--- src/rtl/acqa_pkg.sv ---
`timescale 1ns / 1ps
package acqa_pkg;

	localparam int DEF_SAMPLES     = 32;
	localparam int DEF_QUEUE_DEPTH = 32;
	localparam int DEF_CHANNELS    = 15;

	localparam int CH_W  = 4;
	localparam int SMP_W = 12;

	localparam logic [CH_W-1:0] NO_CHANNEL = 4'd15;

	localparam logic [1:0] CMD_ENQ    = 2'd0;
	localparam logic [1:0] CMD_READ   = 2'd1;
	localparam logic [1:0] CMD_SAMPLE = 2'd2;

	// Queue status seen by the sequencer.
	typedef struct packed {
		logic full;
		logic nonempty;
		logic multi;
	} qstat_t;

endpackage

--- src/rtl/acqa_queue.sv ---
`timescale 1ns / 1ps
module acqa_queue import acqa_pkg::*; #(
	parameter int QUEUE_DEPTH = DEF_QUEUE_DEPTH
) (
	input  logic            clk,
	input  logic            arst_n,
	input  logic            push,
	input  logic [CH_W-1:0] push_data,
	input  logic            pop,
	output logic [CH_W-1:0] rd_data,
	output qstat_t          qstat
);

	localparam int QAW = $clog2(QUEUE_DEPTH);
	localparam int OW  = $clog2(QUEUE_DEPTH + 1);

	logic [CH_W-1:0] mem [QUEUE_DEPTH];
	logic [QAW-1:0]  head_q;
	logic [QAW-1:0]  tail_q;
	logic [OW-1:0]   occ_q;
	logic [QAW-1:0]  head_nxt;
	logic [QAW-1:0]  tail_nxt;

	assign head_nxt = (head_q == QAW'(QUEUE_DEPTH - 1)) ? '0 : head_q + 1'b1;
	assign tail_nxt = (tail_q == QAW'(QUEUE_DEPTH - 1)) ? '0 : tail_q + 1'b1;

	always_ff @(posedge clk or negedge arst_n) begin
		if (!arst_n) begin
			head_q <= '0;
			tail_q <= '0;
			occ_q  <= '0;
		end else if (push) begin
			tail_q <= tail_nxt;
			occ_q  <= occ_q + 1'b1;
		end else if (pop) begin
			head_q <= head_nxt;
			occ_q  <= occ_q - 1'b1;
		end
	end

	// A pop fetches the entry that becomes the new head.
	always_ff @(posedge clk) begin
		if (push)
			mem[tail_q] <= push_data;
		if (pop)
			rd_data <= mem[head_nxt];
	end

	assign qstat.full     = (occ_q == OW'(QUEUE_DEPTH));
	assign qstat.nonempty = (occ_q != '0);
	assign qstat.multi    = (occ_q > OW'(1));

endmodule

--- src/rtl/acqa_sums.sv ---
`timescale 1ns / 1ps
module acqa_sums import acqa_pkg::*; #(
	parameter int CHANNELS  = DEF_CHANNELS,
	parameter int SUM_W     = SMP_W + $clog2(DEF_SAMPLES),
	localparam int CW_OUT   = (CHANNELS > 1) ? $clog2(CHANNELS) : 1
) (
	input  logic                      clk,
	input  logic                      arst_n,
	input  logic                      wr_en,
	input  logic [CW_OUT-1:0]         wr_idx,
	input  logic [SUM_W-1:0]          wr_data,
	input  logic                      rd_en,
	input  logic [CW_OUT-1:0]         rd_idx,
	input  logic                      clr_fresh,
	output logic                      fresh,
	output logic [SUM_W-1:0]          rd_data
);

	logic [SUM_W-1:0]    mem [CHANNELS];
	logic [CHANNELS-1:0] written_q;
	logic [CHANNELS-1:0] fresh_q;
	logic [SUM_W-1:0]    mem_rd_q;
	logic                rd_written_q;

	always_ff @(posedge clk or negedge arst_n) begin
		if (!arst_n) begin
			written_q    <= '0;
			fresh_q      <= '0;
			rd_written_q <= 1'b0;
		end else begin
			if (wr_en) begin
				written_q[wr_idx] <= 1'b1;
				fresh_q[wr_idx]   <= 1'b1;
			end
			if (clr_fresh)
				fresh_q[rd_idx] <= 1'b0;
			if (rd_en)
				rd_written_q <= written_q[rd_idx];
		end
	end

	always_ff @(posedge clk) begin
		if (wr_en)
			mem[wr_idx] <= wr_data;
		if (rd_en)
			mem_rd_q <= mem[rd_idx];
	end

	// An entry never written since reset reads as zero.
	assign rd_data = rd_written_q ? mem_rd_q : '0;
	assign fresh   = fresh_q[rd_idx];

endmodule

--- src/rtl/acqa_div.sv ---
`timescale 1ns / 1ps
module acqa_div import acqa_pkg::*; #(
	parameter int SAMPLES = DEF_SAMPLES,
	parameter int SUM_W   = SMP_W + $clog2(DEF_SAMPLES)
) (
	input  logic             clk,
	input  logic             arst_n,
	input  logic             start,
	input  logic [SUM_W-1:0] dividend,
	output logic             done,
	output logic [SMP_W-1:0] quotient
);

	// Division by the constant SAMPLES as a multiply by its rounded-up reciprocal.
	// With SHIFT = SUM_W + ceil(log2(SAMPLES)) the quotient is exact for every
	// SUM_W-bit dividend.
	localparam int SHIFT  = SUM_W + $clog2(SAMPLES);
	localparam int RCP_W  = SUM_W + 2;
	localparam int PROD_W = SUM_W + RCP_W;
	localparam longint unsigned RCP =
		((64'd1 << SHIFT) + 64'(SAMPLES - 1)) / 64'(SAMPLES);

	logic [RCP_W-1:0]  rcp;
	logic [PROD_W-1:0] prod;
	logic              done_q;
	logic [SMP_W-1:0]  quot_q;

	assign rcp  = RCP_W'(RCP);
	assign prod = PROD_W'(dividend) * PROD_W'(rcp);

	always_ff @(posedge clk or negedge arst_n) begin
		if (!arst_n)
			done_q <= 1'b0;
		else
			done_q <= start;
	end

	always_ff @(posedge clk) begin
		if (start)
			quot_q <= prod[SHIFT +: SMP_W];
	end

	assign done     = done_q;
	assign quotient = quot_q;

endmodule

--- src/rtl/adc_channel_queue_averager.sv ---
`timescale 1ns / 1ps
// Enqueue, sample and ignored items give their result in the cycle after acceptance;
// a sample that ends a block with more channels queued goes via S_HEAD (queue memory read).
// A read of a valid channel goes via S_FETCH (sum memory read) and S_DIV (registered multiply).
// Otherwise one item per cycle while busy is low; busy is high in S_HEAD, S_FETCH and S_DIV.
// Results are strobed by done for one cycle; the receiver cannot stall them.
// Reset (arst_n, asynchronous) empties the queue, stops conversion and clears sums and flags.
module adc_channel_queue_averager import acqa_pkg::*; #(
	parameter int SAMPLES     = DEF_SAMPLES,
	parameter int QUEUE_DEPTH = DEF_QUEUE_DEPTH,
	parameter int CHANNELS    = DEF_CHANNELS
) (
	input  logic             clk,
	input  logic             arst_n,
	input  logic             start,
	output logic             busy,
	input  logic [1:0]       cmd,
	input  logic [CH_W-1:0]  channel,
	input  logic [SMP_W-1:0] sample,
	output logic             done,
	output logic [SMP_W-1:0] read_value,
	output logic             start_valid,
	output logic [CH_W-1:0]  start_channel,
	output logic             enqueue_dropped,
	output logic             busy_res
);

	localparam int SUM_W = SMP_W + $clog2(SAMPLES);
	localparam int CNT_W = $clog2(SAMPLES);
	localparam int CW    = (CHANNELS > 1) ? $clog2(CHANNELS) : 1;

	localparam logic [1:0] S_IDLE  = 2'd0;
	localparam logic [1:0] S_HEAD  = 2'd1;
	localparam logic [1:0] S_FETCH = 2'd2;
	localparam logic [1:0] S_DIV   = 2'd3;

	logic [1:0]       state_q;
	logic             conv_q;
	logic [SUM_W-1:0] sum_q;
	logic [CNT_W-1:0] cnt_q;
	logic [CH_W-1:0]  head_ch_q;

	logic             done_q;
	logic [SMP_W-1:0] read_value_q;
	logic             start_valid_q;
	logic [CH_W-1:0]  start_channel_q;
	logic             dropped_q;
	logic             busy_res_q;

	logic             accept;
	logic             ch_ok;
	logic             head_ok;
	logic             is_read;
	logic             fresh;
	logic             enq_req;
	logic             push;
	logic             kick;
	logic             complete;
	logic             pop;
	logic             conv_next;
	logic [SUM_W-1:0] sum_add;
	logic [CH_W-1:0]  q_rd_data;
	qstat_t           qstat;
	logic [SUM_W-1:0] sum_rd_data;
	logic             div_start;
	logic             div_done;
	logic [SMP_W-1:0] quotient;

	assign busy    = (state_q != S_IDLE);
	assign accept  = start && !busy;
	assign ch_ok   = (channel != NO_CHANNEL) && (32'(channel) < CHANNELS);
	assign head_ok = (32'(head_ch_q) < CHANNELS);
	assign is_read = accept && (cmd == CMD_READ) && ch_ok;

	// A read of a channel with fresh data puts that channel back in the queue.
	assign enq_req = accept && ch_ok && ((cmd == CMD_ENQ) || ((cmd == CMD_READ) && fresh));
	assign push    = enq_req && !qstat.full;
	assign kick    = push && !conv_q;

	assign sum_add  = sum_q + SUM_W'(sample);
	assign complete = accept && (cmd == CMD_SAMPLE) && conv_q && (cnt_q == CNT_W'(SAMPLES - 1));
	assign pop      = complete && qstat.nonempty;

	always_comb begin
		conv_next = conv_q;
		if (kick)
			conv_next = 1'b1;
		else if (complete && !qstat.multi)
			conv_next = 1'b0;
	end

	assign div_start = (state_q == S_FETCH);

	acqa_queue #(
		.QUEUE_DEPTH(QUEUE_DEPTH)
	) u_queue (
		.clk      (clk),
		.arst_n   (arst_n),
		.push     (push),
		.push_data(channel),
		.pop      (pop),
		.rd_data  (q_rd_data),
		.qstat    (qstat)
	);

	acqa_sums #(
		.CHANNELS(CHANNELS),
		.SUM_W   (SUM_W)
	) u_sums (
		.clk      (clk),
		.arst_n   (arst_n),
		.wr_en    (complete && head_ok),
		.wr_idx   (CW'(head_ch_q)),
		.wr_data  (sum_add),
		.rd_en    (is_read),
		.rd_idx   (CW'(channel)),
		.clr_fresh(is_read && fresh),
		.fresh    (fresh),
		.rd_data  (sum_rd_data)
	);

	acqa_div #(
		.SAMPLES(SAMPLES),
		.SUM_W  (SUM_W)
	) u_div (
		.clk     (clk),
		.arst_n  (arst_n),
		.start   (div_start),
		.dividend(sum_rd_data),
		.done    (div_done),
		.quotient(quotient)
	);

	always_ff @(posedge clk or negedge arst_n) begin
		if (!arst_n) begin
			state_q         <= S_IDLE;
			conv_q          <= 1'b0;
			sum_q           <= '0;
			cnt_q           <= '0;
			head_ch_q       <= '0;
			done_q          <= 1'b0;
			read_value_q    <= '0;
			start_valid_q   <= 1'b0;
			start_channel_q <= '0;
			dropped_q       <= 1'b0;
			busy_res_q      <= 1'b0;
		end else begin
			done_q <= 1'b0;
			case (state_q)
				S_IDLE: begin
					if (accept) begin
						conv_q          <= conv_next;
						read_value_q    <= '0;
						start_valid_q   <= kick;
						start_channel_q <= kick ? channel : '0;
						dropped_q       <= enq_req && qstat.full;
						busy_res_q      <= conv_next;
						if (kick) begin
							head_ch_q <= channel;
							sum_q     <= '0;
							cnt_q     <= '0;
						end else if ((cmd == CMD_SAMPLE) && conv_q) begin
							if (complete) begin
								sum_q <= '0;
								cnt_q <= '0;
							end else begin
								sum_q <= sum_add;
								cnt_q <= cnt_q + 1'b1;
							end
						end
						if (complete && qstat.multi)
							state_q <= S_HEAD;
						else if (is_read)
							state_q <= S_FETCH;
						else
							done_q <= 1'b1;
					end
				end
				S_HEAD: begin
					head_ch_q       <= q_rd_data;
					start_valid_q   <= 1'b1;
					start_channel_q <= q_rd_data;
					done_q          <= 1'b1;
					state_q         <= S_IDLE;
				end
				S_FETCH: begin
					state_q <= S_DIV;
				end
				S_DIV: begin
					if (div_done) begin
						read_value_q <= quotient;
						done_q       <= 1'b1;
						state_q      <= S_IDLE;
					end
				end
				default: begin
					state_q <= S_IDLE;
				end
			endcase
		end
	end

	assign done            = done_q;
	assign read_value      = read_value_q;
	assign start_valid     = start_valid_q;
	assign start_channel   = start_channel_q;
	assign enqueue_dropped = dropped_q;
	assign busy_res        = busy_res_q;

	// Every accepted item either reports at once or keeps the block busy.
	a_accept_progress: assert property (@(posedge clk) disable iff (!arst_n)
		accept |=> (done || busy))
		else $error("accepted item neither reported nor in progress");

	a_done_idle: assert property (@(posedge clk) disable iff (!arst_n)
		done |-> !busy)
		else $error("result strobed while block still busy");

	a_start_busy: assert property (@(posedge clk) disable iff (!arst_n)
		(done && start_valid) |-> busy_res)
		else $error("conversion started but busy_res low");

	a_conv_queue: assert property (@(posedge clk) disable iff (!arst_n)
		conv_q |-> qstat.nonempty)
		else $error("converting with an empty queue");

endmodule
--- config.mk ---
export PLATFORM = sky130hd
export DESIGN_NAME = adc_channel_queue_averager
export DESIGN_NICKNAME = d
export VERILOG_FILES = /design/src/rtl/acqa_pkg.sv /design/src/rtl/acqa_queue.sv /design/src/rtl/acqa_sums.sv /design/src/rtl/acqa_div.sv /design/src/rtl/adc_channel_queue_averager.sv
export SDC_FILE = /design/constraint.sdc
export NUM_CORES = 1
export LEC_CHECK = 0
export BUFFER_PORTS_ARGS = -buffer_cell sky130_fd_sc_hd__buf_2
export CELL_PAD_IN_SITES_DETAIL_PLACEMENT = 1
export CELL_PAD_IN_SITES_GLOBAL_PLACEMENT = 2
export CORE_UTILIZATION = 46
export DETAILED_ROUTE_END_ITERATION = 7
export GPL_ROUTABILITY_DRIVEN = 0
export PLACE_DENSITY_LB_ADDON = 0.1
export SLEW_MARGIN = 0
export SYNTH_ARGS = -nofsm -noshare
export SYNTH_HDL_FRONTEND = slang
export SYNTH_SLANG_ARGS = --single-unit
--- constraint.sdc ---
create_clock -name clk -period 3.29 [get_ports clk]
set_input_delay 0.329 -clock clk [delete_from_list [all_inputs] [get_ports clk]]
set_output_delay 0.329 -clock clk [all_outputs]
set_load 0.02 [all_outputs]
Word level (Yosys, flattened, before mapping)
Memory sizes are Yosys's and may differ from the RTL's. A register that Yosys moved wholly into a read port is not among the register bits.
Cells that the tools add are included.
{"block": "classes", "addsub": 6, "n_lt_le_gt_ge": 7, "n_eq_ne": 14, "mux": 47, "n_bitwise": 5, "reduce_logical": 43}
{"cell": "2-to-1 mux 17 bit", "n": 3}
{"cell": "2-to-1 mux 15 bit", "n": 2}
{"cell": "OR 15 bit", "n": 2}
{"cell": "2-to-1 mux 5 bit", "n": 5}
{"cell": "2-to-1 mux 12 bit", "n": 2}
{"cell": "one-hot mux 12 bit (2 select lines)", "n": 1}
{"cell": "logical AND 1 bit", "n": 21}
{"cell": "adder 17 x 12 -> 17 bit", "n": 1}
{"cell": "2-to-1 mux 4 bit", "n": 4}
{"cell": "one-hot mux 4 bit (2 select lines)", "n": 2}
{"cell": "adder 5 x 1 -> 5 bit, second input constant", "n": 3}
{"cell": "AND 15 bit", "n": 1}
{"cell": "== test 5 bit, second input constant", "n": 3}
{"cell": "2-to-1 mux 1 bit", "n": 15}
{"cell": "inverter 15 bit", "n": 1}
{"cell": "AND reduction 3 bit", "n": 5}
{"cell": "2-to-1 mux 6 bit", "n": 2}
{"cell": "nonzero test 2 bit", "n": 6}
{"cell": "< comparator 4 x 5 -> 1 bit, second input constant", "n": 2}
{"cell": "binary-select mux 1 bit (select 4 bit)", "n": 2}
{"cell": "demux 1 bit (select 4 bit)", "n": 2}
{"cell": "greater-or-equal comparator 4 x 1 -> 1 bit, second input constant", "n": 2}
{"cell": "< comparator 4 bit, second input constant", "n": 2}
{"cell": "2-to-1 mux 2 bit", "n": 4}
{"cell": "other kinds (19)", "n": 29}
{"block": "word_totals", "reg_bits": 108, "ramBits": 383, "input_bits": 21, "output_inout_bits": 21, "wordCells": 142, "n_memories": 2}
{"memory": "u_sums.mem", "words": 15, "word_bits": 17, "rd": 1, "rd_clocked_by_memory_dff": 1, "wr": 1, "line_no": "acqa_sums.sv:19", "text": "logic [SUM_W-1:0] mem [CHANNELS];"}
{"memory": "u_queue.mem", "words": 32, "word_bits": 4, "rd": 1, "rd_clocked_by_memory_dff": 1, "wr": 1, "line_no": "acqa_queue.sv:17", "text": "logic [CH_W-1:0] mem [QUEUE_DEPTH];"}

Longest topological paths before layout
{"block": "logic_depth", "depth_word": 10, "mapped_depth": 11, "ltp_nobuf": 9}

By module
From an unflattened synthesis, not the netlist that was laid out.
{"block": "unflattened", "cells_unflattened": 1205, "hier_area_um2": 21126.5}
{"mod": "acqa_sums", "n_inst": 1, "cells_per_inst": 560, "area_each_um2": 11850.1, "seq_area_each_um2": 8943.6}
{"mod": "acqa_queue", "n_inst": 1, "cells_per_inst": 341, "area_each_um2": 6179.7, "seq_area_each_um2": 4364.2}
{"mod": "adc_channel_queue_averager", "n_inst": 1, "cells_per_inst": 291, "area_each_um2": 2711.4, "seq_area_each_um2": 1201.2}
{"mod": "acqa_div", "n_inst": 1, "cells_per_inst": 13, "area_each_um2": 385.4, "seq_area_each_um2": 385.4}

Worst setup path after synthesis
No wires, ideal clock.
{"block": "synth_timing", "path_type": "register -> register", "start": "register state_q[1]", "end": "memory u_sums.mem[4][10] (netlist name) (enable)", "setup_time_ns": 0.400, "arrival_ns": 2.463, "t_required_ns": 2.890, "slack_ns": 0.427, "path_stages_with_launch": 5, "path_buffers": 0, "period_less_slack_ns": 2.863, "cell_sequence": "dfrtp_1 > nor3b_1 > nand3_1 > or3b_2 > nor3_1"}
{"block": "synth_via", "elab_chain_cells": 9}
{"element": "start, declared", "line_no": "adc_channel_queue_averager.sv:37", "text": "logic [1:0] state_q;"}
{"element": "start signal, assigned", "line_no": "adc_channel_queue_averager.sv:136", "text": "state_q <= S_IDLE;"}
{"element": "start signal, assigned", "line_no": "adc_channel_queue_averager.sv:172", "text": "state_q <= S_HEAD;"}
{"element": "start signal, assigned", "line_no": "adc_channel_queue_averager.sv:174", "text": "state_q <= S_FETCH;"}
{"element": "nonzero test 2 bit", "line_no": "adc_channel_queue_averager.sv:69", "text": "assign busy = (state_q != S_IDLE);"}
{"element": "logical NOT 1 bit", "line_no": "adc_channel_queue_averager.sv:70", "text": "assign accept = start && !busy;"}
{"element": "logical AND 1 bit", "line_no": "adc_channel_queue_averager.sv:70"}
{"element": "logical AND 1 bit (3 in series)", "line_no": "adc_channel_queue_averager.sv:81", "text": "assign complete = accept && (cmd == CMD_SAMPLE) && conv_q && (cnt_q == CNT_W'(SAMPLES - 1));"}
{"element": "logical AND 1 bit", "line_no": "adc_channel_queue_averager.sv:112", "text": ".wr_en (complete && head_ok),"}
{"element": "2-to-1 mux 1 bit", "line_no": "acqa_sums.sv:43", "text": "if (wr_en)"}
{"element": "2-to-1 mux 1 bit (not written as such)", "line_no": "acqa_sums.sv:44", "text": "mem[wr_idx] <= wr_data;"}
{"element": "end, declared", "line_no": "acqa_sums.sv:19"}
No other way between the ends.

Worst setup path after layout
{"block": "layout_timing", "start": "register u_queue.head_q[0]", "end": "register u_queue.rd_data[1] (read register of u_queue.mem), data pin"}
{"block": "layout_via", "elab_chain_cells": 2, "elab_cells_between_ends": 3, "classes_between": "add/sub: 1; eq/ne: 1; mux: 1"}
{"element": "start, declared", "line_no": "acqa_queue.sv:18", "text": "logic [QAW-1:0] head_q;"}
{"element": "start signal, assigned", "line_no": "acqa_queue.sv:36", "text": "head_q <= head_nxt;"}
{"element": "adder 5 x 1 -> 5 bit / == test 5 bit (equally long branches)", "line_no": "acqa_queue.sv:24", "text": "assign head_nxt = (head_q == QAW'(QUEUE_DEPTH - 1)) ? '0 : head_q + 1'b1;"}
{"element": "2-to-1 mux 5 bit *", "line_no": "acqa_queue.sv:24"}
{"element": "end, declared", "line_no": "acqa_queue.sv:10", "text": "output logic [CH_W-1:0] rd_data,"}
Mark *: on every way between the ends. The rest lies on a longest branch, timed or not.
A chain may end at the register's enable or synchronous reset.

==> reports/qor.yml <==
grt:
  grt_max_degree: 86
  track_usage_pct: 23.3
  grt_pass1_wl_um: 70500
  use_met3_pct: 3.84
  grt_pass1_vias: 11600
  grtUsageMet2_pct: 38.3
  busiest_layer: "met2"
  globalRouteOverflowTotal: 0
  grtUsageMet1_pct: 32.1
  antenna_found_initial: 1
synthesis:
  synth_nets: 1266
  synth-edff-count: 336
  yosysWarnings: 0
  async_flop_share_pct: 22.2
  synth_area_mm2: 0.0183
  yosysTopAreaCell: "edfxtp_1"
  synth-seq-area-share_pct: 68.4
  synth_most_common_cell: "edfxtp_1"
  ys_ff_latch: 432
  synth_cell_types: 71
  netlist_instances: 1219
  synthFlopType: "edfxtp_1"
  yosys-top-cells-area: "edfxtp_1 (55%), dfrtp_1 (13%), mux4_2 (8.4%)"
  ys_top_cells_by_count: "edfxtp_1 (336), nand2_1 (135), dfrtp_1 (96)"
  synth_top_area_share_pct: 55.2
  syn-mean-instance-area_um2: 15.0
finish:
  regArea_mm2: 0.0125
  n_antenna_cell: 0
  synthToLayoutAreaGrowth_pct: 14.4
  nFillCells: 3780
  nNetsFinal: 1350
  multi_input_area_mm2: 0.00549
  layout-drive-gt1-share_pct: 20.8
floorplan:
  fp.dieH_um: 201
  io_pins: 42
  fp.dieW_um: 201
  start_util_pct: 46.9
  die-area_mm2: 0.0405
  rows: 72
  core_area_mm2: 0.0389
cts:
  cts_setup_buffers: 0
  cts_tree: "done"
  clock_path_buffers: 3
  cts_buffers: 45
  clock_latency_ns: 0.58
  clock-sinks: 432
  cts_max_level: 2
  path_clk_slew_ns: 0.06
  root_buffer: "clkbuf_16"
sta:
  relSlewSlack_pct: 16.8
  fin_crit_sh_pct: 89.5
  post-route-min-period_ns: 2.94
  skew_ns: 0.0240
  tns_ns: 0
  tightest_slew_ns: 1.25
  setup_viol: 0
  finalMaxSlewViolations: 0
  fmax_mhz: 340
  whs_ns: 0.0929
  rsz0062_at_grt: "no"
  hold_viol: 0
worst_hold_path:
  holdCritStartpoint: "channel[1]"
  hp-class: "in2reg"
  worst_hold_path.num_cells: 1
  whs_endpoint: "u_queue.mem[13][1]$_DFFE_PP_"
detailed_routing:
  wl_per_cell_um: 24.4
  drtIter0Drc: 672
  post-route-drc-count: 0
  via_per_inst: 5.71
  vias: 10600
  ant_nets: 0
  drt_pass1_iterations: 5
  wirelength_um: 45300
status:
  status: "finished clean"
pwr:
  p_int_uw: 10800
  p_comb_share_pct: 18.5
  p_switching_uw: 4330
  power.density_mw_per_mm2: 725
  netSwitchingFraction_pct: 28.5
  cellLeakagePower_uw: 0.00776
  ir_worst_vdd_uv: 603
  seq_power_share_pct: 47.1
  clockPowerShare_pct: 34.4
setup_path:
  rr_worst_depth: 10
  critical_path_class: "reg2reg"
  rr_startpoint: "u_queue.head_q[0]$_DFFE_PN0P_"
  rrSetupSlack_ns: 0.35
  endpoint_kind: "flip-flop"
  arrival_ns: 3.29
  path_max_fanout: 18
  worstReg2RegEnd: "u_queue.rd_data[1]$_DFFE_PP_"
  critPathLaunchType: "flip-flop"
  critPathRequiredTime_ns: 3.64
run:
  maxCapViolCount: 0
placement:
  post-dp-hpwl_um: 28900
  port-buffer-count: 41
per-layer routing:
layer | share of wire (%) | vias up
met1 | 45 | 5470
met4 | 2.2 | 2
met3 | 4.4 | 67
met5 | 0.029 | -
met2 | 48 | 222
li1 | - | 4831
worst max-delay path, cell delays in order (launching register included):
cell      delay, ns
dfrtp_1        0.39
ha_1           0.23
and3_1         0.19
ha_1           0.27
or2_2          0.48
buf_4          0.27
nand2_1        0.09
nand3_1        0.08
a311oi_1       0.45
a211oi_1       0.11
a21o_1         0.18
worst max path at each step:
stage,start,endpoint,slack (ns),depth (start not counted)
floorplan,state_q[1]$_DFFE_PN0P_,u_sums.mem[4][10]$_DFFE_PP_,0.43,4
global placement,sample[0],u_sums.mem[13][14]$_DFFE_PP_,0.23,10
detailed placement,sample[2],u_sums.mem[5][11]$_DFFE_PP_,0.14,8
CTS,sum_q[2]$_DFFE_PN0P_,u_sums.mem[9][11]$_DFFE_PP_,0.20,7
global route,sum_q[0]$_DFFE_PN0P_,sum_q[6]$_DFFE_PN0P_,0.17,9
finish,u_queue.head_q[0]$_DFFE_PN0P_,u_queue.rd_data[1]$_DFFE_PP_,0.35,10
kinds of logic after synthesis:
logic type                 share of synthesized area, %
DFF                                                68.4
and+or+nand+nor                                    10.8
AOI/OAI and AO/OA                                  6.15
muxes                                              10.1
buffers and inverters                              1.82
adders and majority gates                          1.82
xor gates and xnor gates                          0.959
flip-flops by register name, indices dropped and copies added, names as in the netlist, 2 cells and up:
signal and count:
u_sums.mem 180, u_queue.mem 128, sum_q 17, u_sums.fresh_q 15, u_sums.written_q 15, read_value 12
u_div.quotient 12, u_sums.mem_rd_q 12, u_queue.occ_q 6, cnt_q 5, u_queue.head_q 5, u_queue.tail_q 5
head_ch_q 4, start_channel 4, u_queue.rd_data 4, state_q 2
stage by stage:
stage | util, % | total power [uW] | std cells | cell area, um^2 | setup slack [ns]
2_1_floorplan | - | 8860 | 1219 | 18300 | 0.427
3_3_place_gp | 49.7 | 9970 | 1773 | 19400 | 0.230
3_5_place_dp | 49.7 | 10100 | 1773 | 19400 | 0.137
4_1_cts | 53.7 | 15300 | 1856 | 20900 | 0.198
5_1_grt | 53.7 | 15800 | 1856 | 20900 | 0.171
6_report | 53.7 | 15200 | 1856 | 20900 | 0.345
timing repair:
action,CTS,global route
gates resized for setup,0,2
hold buffers,1,0
hold endpoints to repair,44,0
setup endpoints to repair,0,30
power by group through the flow:
stage / Sequential [uW] / Combinational, uW / Clock [uW]
global placement: 7230 / 2740 / 0
CTS: 7150 / 2830 / 5340
global route: 7200 / 3120 / 5500
floorplan: 7250 / 1610 / 0
detailed placement: 7250 / 2820 / 0
finish: 7140 / 2810 / 5210
cells in the final DEF (no fill, tap or decap), drive strengths merged, types with 25 or more instances in the layout:
cell / Yosys / routed
edfxtp: 336 / 336
a21oi: 45 / 45
buf: 29 / 101
ha: 25 / 25
o21ai: 42 / 42
mux2i: 29 / 29
mux4: 68 / 68
nand2: 136 / 136
clkbuf: 36 / 64
dfrtp: 96 / 96
nand3: 32 / 32
nor2: 64 / 64
and3: 46 / 46
final cells by class:
cell class	instances	area share, %
Sequential cell	432	59.8
Multi-Input combinational cell	710	26.3
Clock buffer	64	6.26
Timing Repair Buffer	102	3.40
Tap cell	518	3.10
Clock inverter	18	0.970
Inverter	12	0.216
No activity file was read; power rests on OpenSTA's default activity.
